$ cat src/design/i2c_pkg.sv
// Shared types and constants of the im2col address generator.
`timescale 1ns / 1ps

package i2c_pkg;

  localparam int CFG_IDX_W  = 3;
  localparam int CFG_DATA_W = 32;
  localparam int OUT_OFF_W  = 32;

  // counter widths
  localparam int ROW_W  = 16;
  localparam int KER_W  = 6;
  localparam int DIDX_W = 8;

  // bounded counts
  localparam logic [8:0] DV_MAX = 9'd256;
  localparam logic [6:0] KER_MAX = 7'd64;

  // register reset values
  localparam logic [8:0]  RST_DEPTH_VECS = 9'd1;
  localparam logic [6:0]  RST_KERNEL_W   = 7'd1;
  localparam logic [6:0]  RST_KERNEL_H   = 7'd1;
  localparam logic [15:0] RST_KRP        = 16'd1;
  localparam logic [31:0] RST_SRP        = 32'd0;
  localparam logic [31:0] RST_DRP        = 32'd0;
  localparam logic [31:0] RST_OUT_DIMS   = 32'h0001_0001;
  localparam logic [15:0] RST_STRIDES    = 16'h0101;

  // queue between front and back
  localparam int QUEUE_DEPTH = 2;
  localparam int QPTR_W      = 1;

  typedef enum logic [CFG_IDX_W-1:0] {
    REG_DEPTH_VECS,
    REG_KERNEL_W,
    REG_KERNEL_H,
    REG_KERNEL_ROW_PITCH,
    REG_SRC_ROW_PITCH,
    REG_DST_ROW_PITCH,
    REG_OUT_DIMS,
    REG_STRIDES
  } reg_idx_t;

  // clamped, unpacked configuration
  typedef struct packed {
    logic [8:0]  dv;
    logic [6:0]  kw;
    logic [6:0]  kh;
    logic [15:0] krp;
    logic [31:0] srp;
    logic [31:0] drp;
    logic [15:0] ow;
    logic [15:0] oh;
    logic [7:0]  sx;
    logic [7:0]  sy;
  } cfg_t;

endpackage

$ cat src/design/i2c_cfg.sv
// Configuration register file with count clamping.
`timescale 1ns / 1ps

module i2c_cfg (
  input  logic                            clk,
  input  logic                            rst_n,
  input  logic                            cfg_valid,
  output logic                            cfg_ready,
  input  logic [i2c_pkg::CFG_IDX_W-1:0]   cfg_index,
  input  logic [i2c_pkg::CFG_DATA_W-1:0]  cfg_data,
  output i2c_pkg::cfg_t                   cfg,
  output logic                            cfg_wr
);
  import i2c_pkg::*;

  logic [8:0]  depth_vecs_r;
  logic [6:0]  kernel_w_r;
  logic [6:0]  kernel_h_r;
  logic [15:0] krp_r;
  logic [31:0] srp_r;
  logic [31:0] drp_r;
  logic [31:0] out_dims_r;
  logic [15:0] strides_r;

  assign cfg_ready = 1'b1;
  assign cfg_wr    = cfg_valid && cfg_ready;

  always_ff @(posedge clk) begin
    if (!rst_n) begin
      depth_vecs_r <= RST_DEPTH_VECS;
      kernel_w_r   <= RST_KERNEL_W;
      kernel_h_r   <= RST_KERNEL_H;
      krp_r        <= RST_KRP;
      srp_r        <= RST_SRP;
      drp_r        <= RST_DRP;
      out_dims_r   <= RST_OUT_DIMS;
      strides_r    <= RST_STRIDES;
    end else if (cfg_wr) begin
      unique case (reg_idx_t'(cfg_index))
        REG_DEPTH_VECS:       depth_vecs_r <= cfg_data[8:0];
        REG_KERNEL_W:         kernel_w_r   <= cfg_data[6:0];
        REG_KERNEL_H:         kernel_h_r   <= cfg_data[6:0];
        REG_KERNEL_ROW_PITCH: krp_r        <= cfg_data[15:0];
        REG_SRC_ROW_PITCH:    srp_r        <= cfg_data;
        REG_DST_ROW_PITCH:    drp_r        <= cfg_data;
        REG_OUT_DIMS:         out_dims_r   <= cfg_data;
        REG_STRIDES:          strides_r    <= cfg_data[15:0];
      endcase
    end
  end

  // zero counts as one, oversized counts saturate
  always_comb begin
    cfg = '0;
    if (depth_vecs_r == 9'd0)       cfg.dv = 9'd1;
    else if (depth_vecs_r > DV_MAX) cfg.dv = DV_MAX;
    else                            cfg.dv = depth_vecs_r;
    if (kernel_w_r == 7'd0)         cfg.kw = 7'd1;
    else if (kernel_w_r > KER_MAX)  cfg.kw = KER_MAX;
    else                            cfg.kw = kernel_w_r;
    if (kernel_h_r == 7'd0)         cfg.kh = 7'd1;
    else if (kernel_h_r > KER_MAX)  cfg.kh = KER_MAX;
    else                            cfg.kh = kernel_h_r;
    cfg.ow  = (out_dims_r[15:0] == 16'd0) ? 16'd1 : out_dims_r[15:0];
    cfg.oh  = (out_dims_r[31:16] == 16'd0) ? 16'd1 : out_dims_r[31:16];
    cfg.krp = krp_r;
    cfg.srp = srp_r;
    cfg.drp = drp_r;
    cfg.sx  = strides_r[7:0];
    cfg.sy  = strides_r[15:8];
  end

endmodule

$ cat src/design/i2c_front.sv
// Front end: position counters, incremental offset terms, rebuild sequencer.
`timescale 1ns / 1ps

module i2c_front #(
  parameter int AW = 32
) (
  input  logic                           clk,
  input  logic                           rst_n,
  input  i2c_pkg::cfg_t                  cfg,
  input  logic                           cfg_wr,
  input  logic                           in_push,
  input  logic                           in_restart,
  output logic                           in_full,
  input  logic                           q_full,
  output logic                           q_wr,
  output logic [5*AW+i2c_pkg::DIDX_W:0]  q_wdata
);
  import i2c_pkg::*;

  typedef enum logic [3:0] {
    SEQ_IDLE,
    SEQ_SY,
    SEQ_SX,
    SEQ_OW,
    SEQ_KRP,
    SEQ_RSRC,
    SEQ_KRSRC,
    SEQ_CSRC,
    SEQ_RDST,
    SEQ_KRDST,
    SEQ_CDST,
    SEQ_KC
  } seq_t;

  seq_t seq_r, seq_nxt;

  logic [ROW_W-1:0]  r_r, r_nxt, c_r, c_nxt;
  logic [KER_W-1:0]  kr_r, kr_nxt, kc_r, kc_nxt;
  logic [DIDX_W-1:0] d_r, d_nxt;

  logic [AW-1:0] src_rbase_r, src_rbase_nxt, src_row_r, src_row_nxt, src_col_r, src_col_nxt;
  logic [AW-1:0] dst_rbase_r, dst_rbase_nxt, dst_row_r, dst_row_nxt, dst_col_r, dst_col_nxt;
  logic [AW-1:0] kc_acc_r, kc_acc_nxt;
  logic [AW-1:0] step_sy_r, step_sy_nxt, step_sx_r, step_sx_nxt;
  logic [AW-1:0] step_ow_r, step_ow_nxt, step_krp_r, step_krp_nxt;

  logic [AW-1:0]    pix, srp, drp;
  logic [15:0]      mul_a;
  logic [AW-1:0]    mul_b;
  logic [AW+15:0]   prod_full;
  logic [AW-1:0]    prod;
  logic             busy, accept;

  // effective position after an optional restart
  logic [ROW_W-1:0]  e_r, e_c;
  logic [KER_W-1:0]  e_kr, e_kc;
  logic [DIDX_W-1:0] e_d;
  logic [AW-1:0]     e_src_rbase, e_src_row, e_src_col;
  logic [AW-1:0]     e_dst_rbase, e_dst_row, e_dst_col, e_kc_acc;
  logic              e_last;

  logic [DIDX_W:0] d_inc;
  logic [KER_W:0]  kc_inc, kr_inc;
  logic [ROW_W:0]  c_inc, r_inc;
  logic            d_wrap, kc_wrap, c_wrap, kr_wrap, r_wrap;

  assign pix  = AW'({cfg.dv, 2'b00});
  assign srp  = cfg.srp[AW-1:0];
  assign drp  = cfg.drp[AW-1:0];

  assign busy    = (seq_r != SEQ_IDLE);
  assign in_full = busy || q_full;
  assign accept  = in_push && !in_full;
  assign q_wr    = accept;

  // shared multiplier for the rebuild pass
  always_comb begin
    mul_a = '0;
    mul_b = '0;
    unique case (seq_r)
      SEQ_IDLE:  begin mul_a = '0;           mul_b = '0;         end
      SEQ_SY:    begin mul_a = 16'(cfg.sy);  mul_b = srp;        end
      SEQ_SX:    begin mul_a = 16'(cfg.sx);  mul_b = pix;        end
      SEQ_OW:    begin mul_a = cfg.ow;       mul_b = drp;        end
      SEQ_KRP:   begin mul_a = cfg.krp;      mul_b = pix;        end
      SEQ_RSRC:  begin mul_a = r_r;          mul_b = step_sy_r;  end
      SEQ_KRSRC: begin mul_a = 16'(kr_r);    mul_b = srp;        end
      SEQ_CSRC:  begin mul_a = c_r;          mul_b = step_sx_r;  end
      SEQ_RDST:  begin mul_a = r_r;          mul_b = step_ow_r;  end
      SEQ_KRDST: begin mul_a = 16'(kr_r);    mul_b = step_krp_r; end
      SEQ_CDST:  begin mul_a = c_r;          mul_b = drp;        end
      SEQ_KC:    begin mul_a = 16'(kc_r);    mul_b = pix;        end
    endcase
  end

  assign prod_full = mul_a * mul_b;
  assign prod      = prod_full[AW-1:0];

  // position and terms of the emitted vector
  always_comb begin
    e_r = r_r;  e_c = c_r;  e_kr = kr_r;  e_kc = kc_r;  e_d = d_r;
    e_src_rbase = src_rbase_r;  e_src_row = src_row_r;  e_src_col = src_col_r;
    e_dst_rbase = dst_rbase_r;  e_dst_row = dst_row_r;  e_dst_col = dst_col_r;
    e_kc_acc = kc_acc_r;
    if (in_restart) begin
      e_r = '0;  e_c = '0;  e_kr = '0;  e_kc = '0;  e_d = '0;
      e_src_rbase = '0;  e_src_row = '0;  e_src_col = '0;
      e_dst_rbase = '0;  e_dst_row = '0;  e_dst_col = '0;
      e_kc_acc = '0;
    end
  end

  assign e_last = (e_r == cfg.oh - 16'd1) && ({1'b0, e_kr} == cfg.kh - 7'd1)
                  && (e_c == cfg.ow - 16'd1) && ({1'b0, e_kc} == cfg.kw - 7'd1)
                  && ({1'b0, e_d} == cfg.dv - 9'd1);

  assign q_wdata = {e_last, e_d, e_kc_acc, e_dst_col, e_dst_row, e_src_col, e_src_row};

  assign d_inc   = {1'b0, e_d} + 9'd1;
  assign kc_inc  = {1'b0, e_kc} + 7'd1;
  assign kr_inc  = {1'b0, e_kr} + 7'd1;
  assign c_inc   = {1'b0, e_c} + 17'd1;
  assign r_inc   = {1'b0, e_r} + 17'd1;
  assign d_wrap  = d_inc >= cfg.dv;
  assign kc_wrap = kc_inc >= cfg.kw;
  assign kr_wrap = kr_inc >= cfg.kh;
  assign c_wrap  = c_inc >= {1'b0, cfg.ow};
  assign r_wrap  = r_inc >= {1'b0, cfg.oh};

  always_comb begin
    seq_nxt = seq_r;
    r_nxt = r_r;  c_nxt = c_r;  kr_nxt = kr_r;  kc_nxt = kc_r;  d_nxt = d_r;
    src_rbase_nxt = src_rbase_r;  src_row_nxt = src_row_r;  src_col_nxt = src_col_r;
    dst_rbase_nxt = dst_rbase_r;  dst_row_nxt = dst_row_r;  dst_col_nxt = dst_col_r;
    kc_acc_nxt = kc_acc_r;
    step_sy_nxt = step_sy_r;  step_sx_nxt = step_sx_r;
    step_ow_nxt = step_ow_r;  step_krp_nxt = step_krp_r;

    // rebuild pass: steps first, then every term from the live counters
    unique case (seq_r)
      SEQ_IDLE:  seq_nxt = SEQ_IDLE;
      SEQ_SY:    begin step_sy_nxt = prod;  seq_nxt = SEQ_SX;  end
      SEQ_SX:    begin step_sx_nxt = prod;  seq_nxt = SEQ_OW;  end
      SEQ_OW:    begin step_ow_nxt = prod;  seq_nxt = SEQ_KRP; end
      SEQ_KRP:   begin step_krp_nxt = prod; seq_nxt = SEQ_RSRC; end
      SEQ_RSRC:  begin
        src_rbase_nxt = prod;
        src_row_nxt   = prod;
        seq_nxt       = SEQ_KRSRC;
      end
      SEQ_KRSRC: begin src_row_nxt = src_row_r + prod; seq_nxt = SEQ_CSRC; end
      SEQ_CSRC:  begin src_col_nxt = prod;             seq_nxt = SEQ_RDST; end
      SEQ_RDST:  begin
        dst_rbase_nxt = prod;
        dst_row_nxt   = prod;
        seq_nxt       = SEQ_KRDST;
      end
      SEQ_KRDST: begin dst_row_nxt = dst_row_r + prod; seq_nxt = SEQ_CDST; end
      SEQ_CDST:  begin dst_col_nxt = prod;             seq_nxt = SEQ_KC;   end
      SEQ_KC:    begin kc_acc_nxt = prod;              seq_nxt = SEQ_IDLE; end
    endcase

    // advance: depth, kernel column, output column, kernel row, output row
    if (accept) begin
      r_nxt = e_r;  c_nxt = e_c;  kr_nxt = e_kr;  kc_nxt = e_kc;
      src_rbase_nxt = e_src_rbase;  src_row_nxt = e_src_row;  src_col_nxt = e_src_col;
      dst_rbase_nxt = e_dst_rbase;  dst_row_nxt = e_dst_row;  dst_col_nxt = e_dst_col;
      kc_acc_nxt = e_kc_acc;
      if (!d_wrap) begin
        d_nxt = d_inc[DIDX_W-1:0];
      end else begin
        d_nxt = '0;
        if (!kc_wrap) begin
          kc_nxt     = kc_inc[KER_W-1:0];
          kc_acc_nxt = e_kc_acc + pix;
        end else begin
          kc_nxt     = '0;
          kc_acc_nxt = '0;
          if (!c_wrap) begin
            c_nxt       = c_inc[ROW_W-1:0];
            src_col_nxt = e_src_col + step_sx_r;
            dst_col_nxt = e_dst_col + drp;
          end else begin
            c_nxt       = '0;
            src_col_nxt = '0;
            dst_col_nxt = '0;
            if (!kr_wrap) begin
              kr_nxt      = kr_inc[KER_W-1:0];
              src_row_nxt = e_src_row + srp;
              dst_row_nxt = e_dst_row + step_krp_r;
            end else begin
              kr_nxt = '0;
              if (!r_wrap) begin
                r_nxt         = r_inc[ROW_W-1:0];
                src_rbase_nxt = e_src_rbase + step_sy_r;
                src_row_nxt   = e_src_rbase + step_sy_r;
                dst_rbase_nxt = e_dst_rbase + step_ow_r;
                dst_row_nxt   = e_dst_rbase + step_ow_r;
              end else begin
                r_nxt         = '0;
                src_rbase_nxt = '0;
                src_row_nxt   = '0;
                dst_rbase_nxt = '0;
                dst_row_nxt   = '0;
              end
            end
          end
        end
      end
    end

    if (cfg_wr) seq_nxt = SEQ_SY;
  end

  always_ff @(posedge clk) begin
    if (!rst_n) begin
      seq_r <= SEQ_SY;
      r_r   <= '0;
      c_r   <= '0;
      kr_r  <= '0;
      kc_r  <= '0;
      d_r   <= '0;
      src_rbase_r <= '0;
      src_row_r   <= '0;
      src_col_r   <= '0;
      dst_rbase_r <= '0;
      dst_row_r   <= '0;
      dst_col_r   <= '0;
      kc_acc_r    <= '0;
      step_sy_r   <= '0;
      step_sx_r   <= '0;
      step_ow_r   <= '0;
      step_krp_r  <= '0;
    end else begin
      seq_r <= seq_nxt;
      r_r   <= r_nxt;
      c_r   <= c_nxt;
      kr_r  <= kr_nxt;
      kc_r  <= kc_nxt;
      d_r   <= d_nxt;
      src_rbase_r <= src_rbase_nxt;
      src_row_r   <= src_row_nxt;
      src_col_r   <= src_col_nxt;
      dst_rbase_r <= dst_rbase_nxt;
      dst_row_r   <= dst_row_nxt;
      dst_col_r   <= dst_col_nxt;
      kc_acc_r    <= kc_acc_nxt;
      step_sy_r   <= step_sy_nxt;
      step_sx_r   <= step_sx_nxt;
      step_ow_r   <= step_ow_nxt;
      step_krp_r  <= step_krp_nxt;
    end
  end

endmodule

$ cat src/design/i2c_queue.sv
// Short register queue between front and back.
`timescale 1ns / 1ps

module i2c_queue #(
  parameter int WIDTH = 8
) (
  input  logic             clk,
  input  logic             rst_n,
  input  logic             wr,
  input  logic [WIDTH-1:0] wdata,
  output logic             full,
  input  logic             rd,
  output logic [WIDTH-1:0] rdata,
  output logic             empty
);
  import i2c_pkg::*;

  logic [WIDTH-1:0]  mem_r [QUEUE_DEPTH];
  logic [QPTR_W-1:0] wr_ptr_r, rd_ptr_r;
  logic [QPTR_W:0]   count_r;

  assign full  = (count_r == (QPTR_W+1)'(QUEUE_DEPTH));
  assign empty = (count_r == '0);
  assign rdata = mem_r[rd_ptr_r];

  always_ff @(posedge clk) begin
    if (wr) mem_r[wr_ptr_r] <= wdata;
  end

  always_ff @(posedge clk) begin
    if (!rst_n) begin
      wr_ptr_r <= '0;
      rd_ptr_r <= '0;
      count_r  <= '0;
    end else begin
      if (wr) wr_ptr_r <= QPTR_W'(wr_ptr_r + 1'b1);
      if (rd) rd_ptr_r <= QPTR_W'(rd_ptr_r + 1'b1);
      // count holds when both or neither side moves
      if (wr && !rd)      count_r <= count_r + 1'b1;
      else if (rd && !wr) count_r <= count_r - 1'b1;
    end
  end

endmodule

$ cat src/design/i2c_back.sv
// Back end: two-stage offset adder pipeline ending in the output register.
`timescale 1ns / 1ps

module i2c_back #(
  parameter int AW = 32
) (
  input  logic                           clk,
  input  logic                           rst_n,
  input  logic                           q_empty,
  input  logic [5*AW+i2c_pkg::DIDX_W:0]  q_rdata,
  output logic                           q_rd,
  output logic                           out_empty,
  input  logic                           out_pop,
  output logic [i2c_pkg::OUT_OFF_W-1:0]  out_src_offset,
  output logic [i2c_pkg::OUT_OFF_W-1:0]  out_dst_offset,
  output logic                           out_last
);
  import i2c_pkg::*;

  logic [AW-1:0]     q_src_row, q_src_col, q_dst_row, q_dst_col, q_kc_acc;
  logic [DIDX_W-1:0] q_d;
  logic              q_last;

  logic          v1_r, v2_r, en1, en2;
  logic [AW-1:0] s1_r, d1_r, inner1_r;
  logic          last1_r, last2_r;
  logic [AW-1:0] src_r, dst_r;

  assign q_src_row = q_rdata[AW-1:0];
  assign q_src_col = q_rdata[2*AW-1:AW];
  assign q_dst_row = q_rdata[3*AW-1:2*AW];
  assign q_dst_col = q_rdata[4*AW-1:3*AW];
  assign q_kc_acc  = q_rdata[5*AW-1:4*AW];
  assign q_d       = q_rdata[5*AW+DIDX_W-1:5*AW];
  assign q_last    = q_rdata[5*AW+DIDX_W];

  assign en2  = !v2_r || out_pop;
  assign en1  = !v1_r || en2;
  assign q_rd = en1 && !q_empty;

  always_ff @(posedge clk) begin
    if (!rst_n) begin
      v1_r <= 1'b0;
      v2_r <= 1'b0;
    end else begin
      if (en1) v1_r <= !q_empty;
      if (en2) v2_r <= v1_r;
    end
  end

  always_ff @(posedge clk) begin
    if (en1) begin
      s1_r     <= q_src_row + q_src_col;
      d1_r     <= q_dst_row + q_dst_col;
      inner1_r <= q_kc_acc + AW'({q_d, 2'b00});
      last1_r  <= q_last;
    end
    if (en2) begin
      src_r   <= s1_r + inner1_r;
      dst_r   <= d1_r + inner1_r;
      last2_r <= last1_r;
    end
  end

  assign out_empty      = !v2_r;
  assign out_src_offset = OUT_OFF_W'(src_r);
  assign out_dst_offset = OUT_OFF_W'(dst_r);
  assign out_last       = last2_r;

endmodule

$ cat src/design/im2col_address_generator_unit.sv
// Top level of the im2col address generator.
//
//  channel | ports                                   | beat moves on
//  --------+-----------------------------------------+---------------------------
//  in      | in_push, in_full, in_restart            | in_push & !in_full
//  out     | out_empty, out_pop, out_src/dst_offset, | out_pop & !out_empty
//          | out_last                                |
//  cfg     | cfg_valid, cfg_ready, cfg_index, cfg_data | cfg_valid & cfg_ready
//
// One beat in, one offset pair out; a new beat can be taken every cycle while
// in_full is low. A result passes the queue and both adder stages to the out port.
// After reset and after every cfg write the front runs a rebuild
// pass through its one shared multiplier; in_full stays high while it runs.
// Reset is synchronous, active low; cfg_ready is always high.
// A stalled out port backs up the adder stages, then the queue, then in_full.
`timescale 1ns / 1ps

module im2col_address_generator_unit #(
  parameter int OFFSET_BITS = 32
) (
  input  logic                            clk,
  input  logic                            rst_n,
  // input beats
  input  logic                            in_push,
  output logic                            in_full,
  input  logic                            in_restart,
  // result beats
  output logic                            out_empty,
  input  logic                            out_pop,
  output logic [i2c_pkg::OUT_OFF_W-1:0]   out_src_offset,
  output logic [i2c_pkg::OUT_OFF_W-1:0]   out_dst_offset,
  output logic                            out_last,
  // register writes
  input  logic                            cfg_valid,
  output logic                            cfg_ready,
  input  logic [i2c_pkg::CFG_IDX_W-1:0]   cfg_index,
  input  logic [i2c_pkg::CFG_DATA_W-1:0]  cfg_data
);
  import i2c_pkg::*;

  // offsets wrap at OFFSET_BITS and are then cut to the 32-bit ports,
  // so the datapath only needs the narrower of the two
  localparam int AW      = (OFFSET_BITS < OUT_OFF_W) ? OFFSET_BITS : OUT_OFF_W;
  localparam int ENTRY_W = 5*AW + DIDX_W + 1;

  cfg_t               cfg;
  logic               cfg_wr;
  logic               q_wr, q_rd, q_full, q_empty;
  logic [ENTRY_W-1:0] q_wdata, q_rdata;

  i2c_cfg u_cfg (
    .clk       (clk),
    .rst_n     (rst_n),
    .cfg_valid (cfg_valid),
    .cfg_ready (cfg_ready),
    .cfg_index (cfg_index),
    .cfg_data  (cfg_data),
    .cfg       (cfg),
    .cfg_wr    (cfg_wr)
  );

  // front: counters plus running offset terms, one beat per cycle while in_full is low
  i2c_front #(.AW(AW)) u_front (
    .clk        (clk),
    .rst_n      (rst_n),
    .cfg        (cfg),
    .cfg_wr     (cfg_wr),
    .in_push    (in_push),
    .in_restart (in_restart),
    .in_full    (in_full),
    .q_full     (q_full),
    .q_wr       (q_wr),
    .q_wdata    (q_wdata)
  );

  i2c_queue #(.WIDTH(ENTRY_W)) u_queue (
    .clk   (clk),
    .rst_n (rst_n),
    .wr    (q_wr),
    .wdata (q_wdata),
    .full  (q_full),
    .rd    (q_rd),
    .rdata (q_rdata),
    .empty (q_empty)
  );

  // back: sums the terms into the two offsets
  i2c_back #(.AW(AW)) u_back (
    .clk            (clk),
    .rst_n          (rst_n),
    .q_empty        (q_empty),
    .q_rdata        (q_rdata),
    .q_rd           (q_rd),
    .out_empty      (out_empty),
    .out_pop        (out_pop),
    .out_src_offset (out_src_offset),
    .out_dst_offset (out_dst_offset),
    .out_last       (out_last)
  );

endmodule

$ cat config.mk
export PLATFORM = sky130hd
export DESIGN_NAME = im2col_address_generator_unit
export DESIGN_NICKNAME = d
export VERILOG_FILES = /design/src/design/i2c_pkg.sv /design/src/design/i2c_cfg.sv /design/src/design/i2c_front.sv /design/src/design/i2c_queue.sv /design/src/design/i2c_back.sv /design/src/design/im2col_address_generator_unit.sv
export SDC_FILE = /design/constraint.sdc
export NUM_CORES = 2
export LEC_CHECK = 0
export BUFFER_PORTS_ARGS = -buffer_cell sky130_fd_sc_hd__buf_2
export CORE_ASPECT_RATIO = 0.6
export CORE_UTILIZATION = 45
export CTS_CLUSTER_DIAMETER = 200
export DETAILED_ROUTE_END_ITERATION = 8
export SETUP_SLACK_MARGIN = 0.2
export SYNTH_ARGS = -nofsm -noshare
export SYNTH_HDL_FRONTEND = slang
export SYNTH_HIERARCHICAL = 1
export SYNTH_SLANG_ARGS = --single-unit
$ cat constraint.sdc
create_clock -name clk -period 25.3 [get_ports clk]
set_input_delay 3.795 -clock clk [delete_from_list [all_inputs] [get_ports clk]]
set_output_delay 3.795 -clock clk [all_outputs]
set_load 0.02 [all_outputs]
Yosys cells after proc, flatten, opt, wreduce, memory -nomap -nowiden
Memories as Yosys holds them, arrays and structs flattened. A register that Yosys moved wholly into a read port is not among the register bits.
Index checks and enable logic that the tools add are counted.
{"block": "classes", "mul": 1, "eq_ne": 24, "n_reduce_logical": 50, "magnitude_cmp": 8, "n_bitwise": 1, "n_mux": 84, "add_sub_neg": 28}
{"op": "32-bit 2-to-1 mux", "n": 45}
{"op": "32-bit adder", "n": 12}
{"op": "32-bit one-hot mux with 8 select lines", "n": 1}
{"op": "16-bit 2-to-1 mux", "n": 12}
{"op": "16-bit one-hot mux with 9 select lines", "n": 1}
{"op": "32-bit one-hot mux with 2 select lines", "n": 2}
{"op": "6-bit 2-to-1 mux", "n": 8}
{"op": "4-bit one-hot mux with 11 select lines", "n": 1}
{"op": "16-bit by 1-bit adder with 17-bit output, second input constant", "n": 2}
{"op": "17-bit by 16-bit greater-or-equal comparator with 1-bit output", "n": 2}
{"op": "32-bit by 10-bit adder with 32-bit output", "n": 1}
{"op": "32-bit by 11-bit adder with 32-bit output", "n": 1}
{"op": "16-bit equality test", "n": 2}
{"op": "16-bit zero test", "n": 2}
{"op": "16-bit by 32-bit multiplier with 32-bit output", "n": 1}
{"op": "16-bit by 1-bit subtractor with 16-bit output, second input constant", "n": 2}
{"op": "7-bit 2-to-1 mux", "n": 4}
{"op": "9-bit 2-to-1 mux", "n": 2}
{"op": "4-bit by 3-bit equality test with 1-bit output, second input constant", "n": 4}
{"op": "4-bit equality test, second input constant", "n": 4}
{"op": "8-bit 2-to-1 mux", "n": 2}
{"op": "2-bit AND reduction", "n": 8}
{"op": "6-bit by 1-bit adder with 7-bit output, second input constant", "n": 2}
{"op": "6-bit by 7-bit equality test with 1-bit output", "n": 2}
{"op": "other kinds (33)", "n": 73}
{"block": "totals", "out_inout_bits": 68, "in_bits": 41, "elab_cells": 234, "regBits": 727, "n_memories": 1, "ramBits": 338}
{"name": "u_queue.mem_r", "words": 2, "word_bits": 169, "read_ports": 1, "rd_clocked_by_memory_dff": 1, "write_ports": 1, "line_no": "i2c_queue.sv:18", "rtl": "logic [WIDTH-1:0] mem_r [QUEUE_DEPTH];"}

Longest topological paths before layout
{"block": "depth", "ltp_word": 9, "mapped_depth": 45, "ltp_nobuf": 38}

By module
Netlist, hierarchy kept.
{"mod": "i2c_front", "cells_each": 6276, "area_per_inst_um2": 48316.3, "n_inst": 1}
{"mod": "i2c_queue", "cells_each": 548, "area_per_inst_um2": 12831.1, "n_inst": 1}
{"mod": "i2c_back", "cells_each": 1248, "area_per_inst_um2": 12497.0, "n_inst": 1}
{"mod": "i2c_cfg", "cells_each": 737, "area_per_inst_um2": 6135.9, "n_inst": 1}

Worst setup path before layout
No wires, ideal clock.
{"block": "synth_path", "kind": "input-to-reg", "start": "input in_push", "end": "memory u_queue/mem_r[0][0] (netlist bit) (enable)", "t_required_ns": 24.580, "arrival_ns": 12.297, "setup_ns": 0.720, "path_slack_ns": 12.282, "n_path_buf": 3, "cell_stages": 6, "path_cell_list": "nand2_1 inv_1 clkbuf_1 clkbuf_1 clkbuf_1 nor2b_1"}
{"block": "synth_between", "elab_chain_len": 3}
{"element": "from (decl)", "line_no": "im2col_address_generator_unit.sv:24", "rtl": "input logic in_push,"}
{"element": "1-bit logical AND", "line_no": "i2c_front.sv:73", "rtl": "assign accept = in_push && !in_full;"}
{"element": "named net q_wr", "line_no": "im2col_address_generator_unit.sv:48", "rtl": "logic q_wr, q_rd, q_full, q_empty;"}
{"element": "1-bit 2-to-1 mux", "line_no": "i2c_queue.sv:27", "rtl": "if (wr) mem_r[wr_ptr_r] <= wdata;"}
{"element": "1-bit 2-to-1 mux (not written as such)", "line_no": "i2c_queue.sv:27"}
{"element": "to (decl)", "line_no": "i2c_queue.sv:18"}
The timed path passes the listed nets, and every way through them passes these cells.

Worst setup path after layout
{"block": "layout_path", "start": "register u_front.seq_r[1]", "end": "register u_front.src_row_r[30]"}
{"block": "layout_between", "elab_chain_len": 7, "word_cells_on_any_way": 29}
{"element": "from (decl)", "line_no": "i2c_front.sv:35", "rtl": "seq_t seq_r, seq_nxt;"}
{"element": "from (signal assigned)", "line_no": "i2c_front.sv:235", "rtl": "seq_r <= seq_nxt;"}
{"element": "4-bit by 2-bit equality test with 1-bit output, or another cell as far along", "line_no": "i2c_front.sv:80", "rtl": "unique case (seq_r)"}
{"element": "3-bit OR reduction (no source line) or 2-bit OR reduction (tied branches)"}
{"element": "32-bit one-hot mux with 8 select lines or 16-bit one-hot mux with 9 select lines (tied branches)", "line_no": "i2c_front.sv:80"}
{"element": "16-bit by 32-bit multiplier with 32-bit output *", "line_no": "i2c_front.sv:96", "rtl": "assign prod_full = mul_a * mul_b;"}
{"element": "named net u_front.prod_full[19]", "line_no": "i2c_front.sv:50", "rtl": "logic [AW+15:0] prod_full;"}
{"element": "32-bit adder *", "line_no": "i2c_front.sv:151", "rtl": "SEQ_KRSRC: begin src_row_nxt = src_row_r + prod; seq_nxt = SEQ_CSRC; end"}
{"element": "32-bit one-hot mux with 2 select lines *", "line_no": "i2c_front.sv:140", "rtl": "unique case (seq_r)"}
{"element": "32-bit 2-to-1 mux *", "line_no": "i2c_front.sv:164", "rtl": "if (accept) begin"}
{"element": "to (signal assigned)", "line_no": "i2c_front.sv:242", "rtl": "src_row_r <= src_row_nxt;"}
{"element": "to (decl)", "line_no": "i2c_front.sv:41", "rtl": "logic [AW-1:0] src_rbase_r, src_rbase_nxt, src_row_r, src_row_nxt, src_col_r, src_col_nxt;"}
Mark *: on every way through the listed nets, which the timed path passes. The rest lies on a longest branch.
A chain may end at the register's enable or synchronous reset.

==> metrics.txt <==
Worst-Skew Late Latency 0.77 ns; CTS max path bufs 3; most frequent cells in the layout nand2_1 (1145), a21oi_1 (601), nor2_1 (599); Worst setup EP type flip-flop; Worst-Margin Slew 1.42 ns; crit start category flip-flop; full die area 179000 um^2; crit path time final 13.51 ns; LEAKAGE 34.9 nW; commonest non-fill, non-tap cell in the layout nand2_1; cts repair resizes 0; reg2reg setup slack 11.79 ns; Post-CTS Setup Bufs 0; htree depth 3; worst min path class reg2reg; post-synth top area share 18.8%; metal1 wirelength 152000 um; vias in the first global route 64139; core area 176000 um^2; Avg Cell Area, Syn 9.06 um^2; Min Hold Slack 0.437 ns; RSZ-0062 raised after global routing false; Post-Syn Instances 8809; Top Layer Used met5; GRT overflow 0; final wirelength 330000 um; TritonCTS Buffers 108; Initial Util 45.4%; DR WL/cell 29.6 um; wire length of the first global-routing pass 466000 um; setup TNS 0 ns; CTS root buf clkbuf_16; hold buffers post-CTS 0; I/O Buffers 107; crit-path max cell delay 1.53 ns; layout cell share with drive strength beyond 1 8.52%; fin. max-slew vios 0; Post-synth ARST share 0%; met3 wire length 51800 um; drt pass-1 iters 9; # clock sinks 1066; Post-synth EDFFs 500; CP arrival 14.10 ns; # setup viols final 0; Final period util 53.4%; crit path max-delay cell type a221oi_1; status finished with violations; pin count of the biggest net entering global routing 126; die width 546 um; Vias/cell 6.38; Critical Path Fanout Max 61; violated checks design-rule violations; Most used DFF post-synth dfxtp_1; initial antenna violation count 35; critical path class reg2reg; max reg flops 338; Final HPWL DP 255000 um; Layout area overhead 8.54%; synthesized area 79800 um^2; WP data required 25.89 ns; Max-slew headroom 5.49%; Yosys cell types 118; DRT iter0 DRCs 10981; Synth Warn # 6; Clk pin slew, worst setup/hold paths 0.07 ns; Seq/Total Area, Yosys 33.0%; worst vdd ir 0.0656 mV; PwrDens 71.5 nW/um^2; WL met2 115000 um; CTS tree yes; Max Freq 74.0 MHz; Seq cells post-synth 1066; post-route ant nets 0; all-layer global routing usage 35.9%; Clock Skew 0.0501 ns; final hold vios 0; GPL Wtd Cong 1.06; Nets 9576; area leader, netlist edfxtp_1; die height 328 um; DRC 20; IO Count 109; Syn Nets 9690; row count 119; Synth area leaders edfxtp_1 (19%), dfxtp_1 (14%), ha_1 (8.2%); via count 71164; maxcap violations 0; Biggest register u_queue/mem_r
## final cells by class
cell class,count,area [um^2]
Clock inverter,54,731
Sequential cell,1066,26400
Antenna cell,5,12.5
Clock buffer,148,3110
Tap cell,2359,2950
Timing Repair Buffer,286,1960
Fill cell,16524,89100
Multi-Input combinational cell,6710,49500
Inverter,523,1970
## path summary, 6_finish.rpt
path	start	to	cells past startpoint
hold / removal	u_back/last1_r	u_back/out_last	0
setup reg to reg	u_front/seq_r[1]	u_front/src_row_r[30]	36
setup / recovery	u_front/seq_r[1]	u_front/src_row_r[30]	36
hold reg to reg	u_back/last1_r	u_back/out_last	0
## routing by layer
layer  up-vias  track usage (%)
met5         -                0
met4        12             10.1
met3       487             13.0
met2      4601             43.5
met1     34944             56.9
li1      31120                -
## worst max-delay path: cells and delay by family, from the launching register on
kind,cells,cell delay (ns)
simple gates,7,2.05
buf+inv,8,1.94
flops,1,0.31
fa+ha+maj,8,3.89
compound gates,11,4.00
xor+xnor,2,1.07
## through the flow
stage | cell area, um^2 | power, mW | setup WS [ns] | utilization [%] | cells
detailed placement | 82700 | 4.35 | 12.50 | 47.1 | 10944
CTS | 86600 | 6.13 | 12.43 | 49.3 | 11146
finish | 86600 | 6.19 | 11.79 | 49.3 | 11151
floorplan | 79800 | 3.58 | 12.28 | - | 8809
global placement | 82700 | 4.33 | 12.65 | 47.1 | 10943
global route | 86600 | 6.41 | 11.51 | 49.3 | 11146
## cell usage after synthesis (46+ instances only)
master and count:
nor3_1 90, and2_1 67, nor2b_1 360, a221oi_1 85
nand2_1 1147, nand2b_1 53, dfxtp_1 566, a21boi_0 93
a21o_1 237, o21a_1 54, xor2_1 179, ha_1 522
a22oi_1 114, a31oi_1 75, edfxtp_1 500, nand4_1 50
mux2_2 76, and3_1 76, nor2_1 606, nand3_1 158
a222oi_1 78, a211oi_1 89, a21oi_1 602, mux2i_1 46
xnor2_1 359, o21bai_1 57, a21boi_1 54, inv_1 521
clkbuf_1 409, o211ai_1 53, fa_1 318, mux2_4 101
o21ai_0 345
## kinds of logic (layout without fill, tap and decap cells)
group,count (synthesis),after routing,share of synthesized area (%)
other cells,1,6,0.00470
fa+ha+maj,840,840,16.2
flops,1066,1066,33.0
mux,227,227,3.61
xor+xnor,544,544,6.05
simple gates,2784,2784,16.3
buf+inv,1033,1011,5.24
compound gates,2314,2314,19.6
## power by group
group	total [mW]	internal (mW)	switching (mW)
registers	2.22	2.07	0.149
clock network	1.78	1.01	0.773
logic	2.20	0.762	1.44
total	6.19	3.84	2.36
Power figures use the tool's default switching activity.
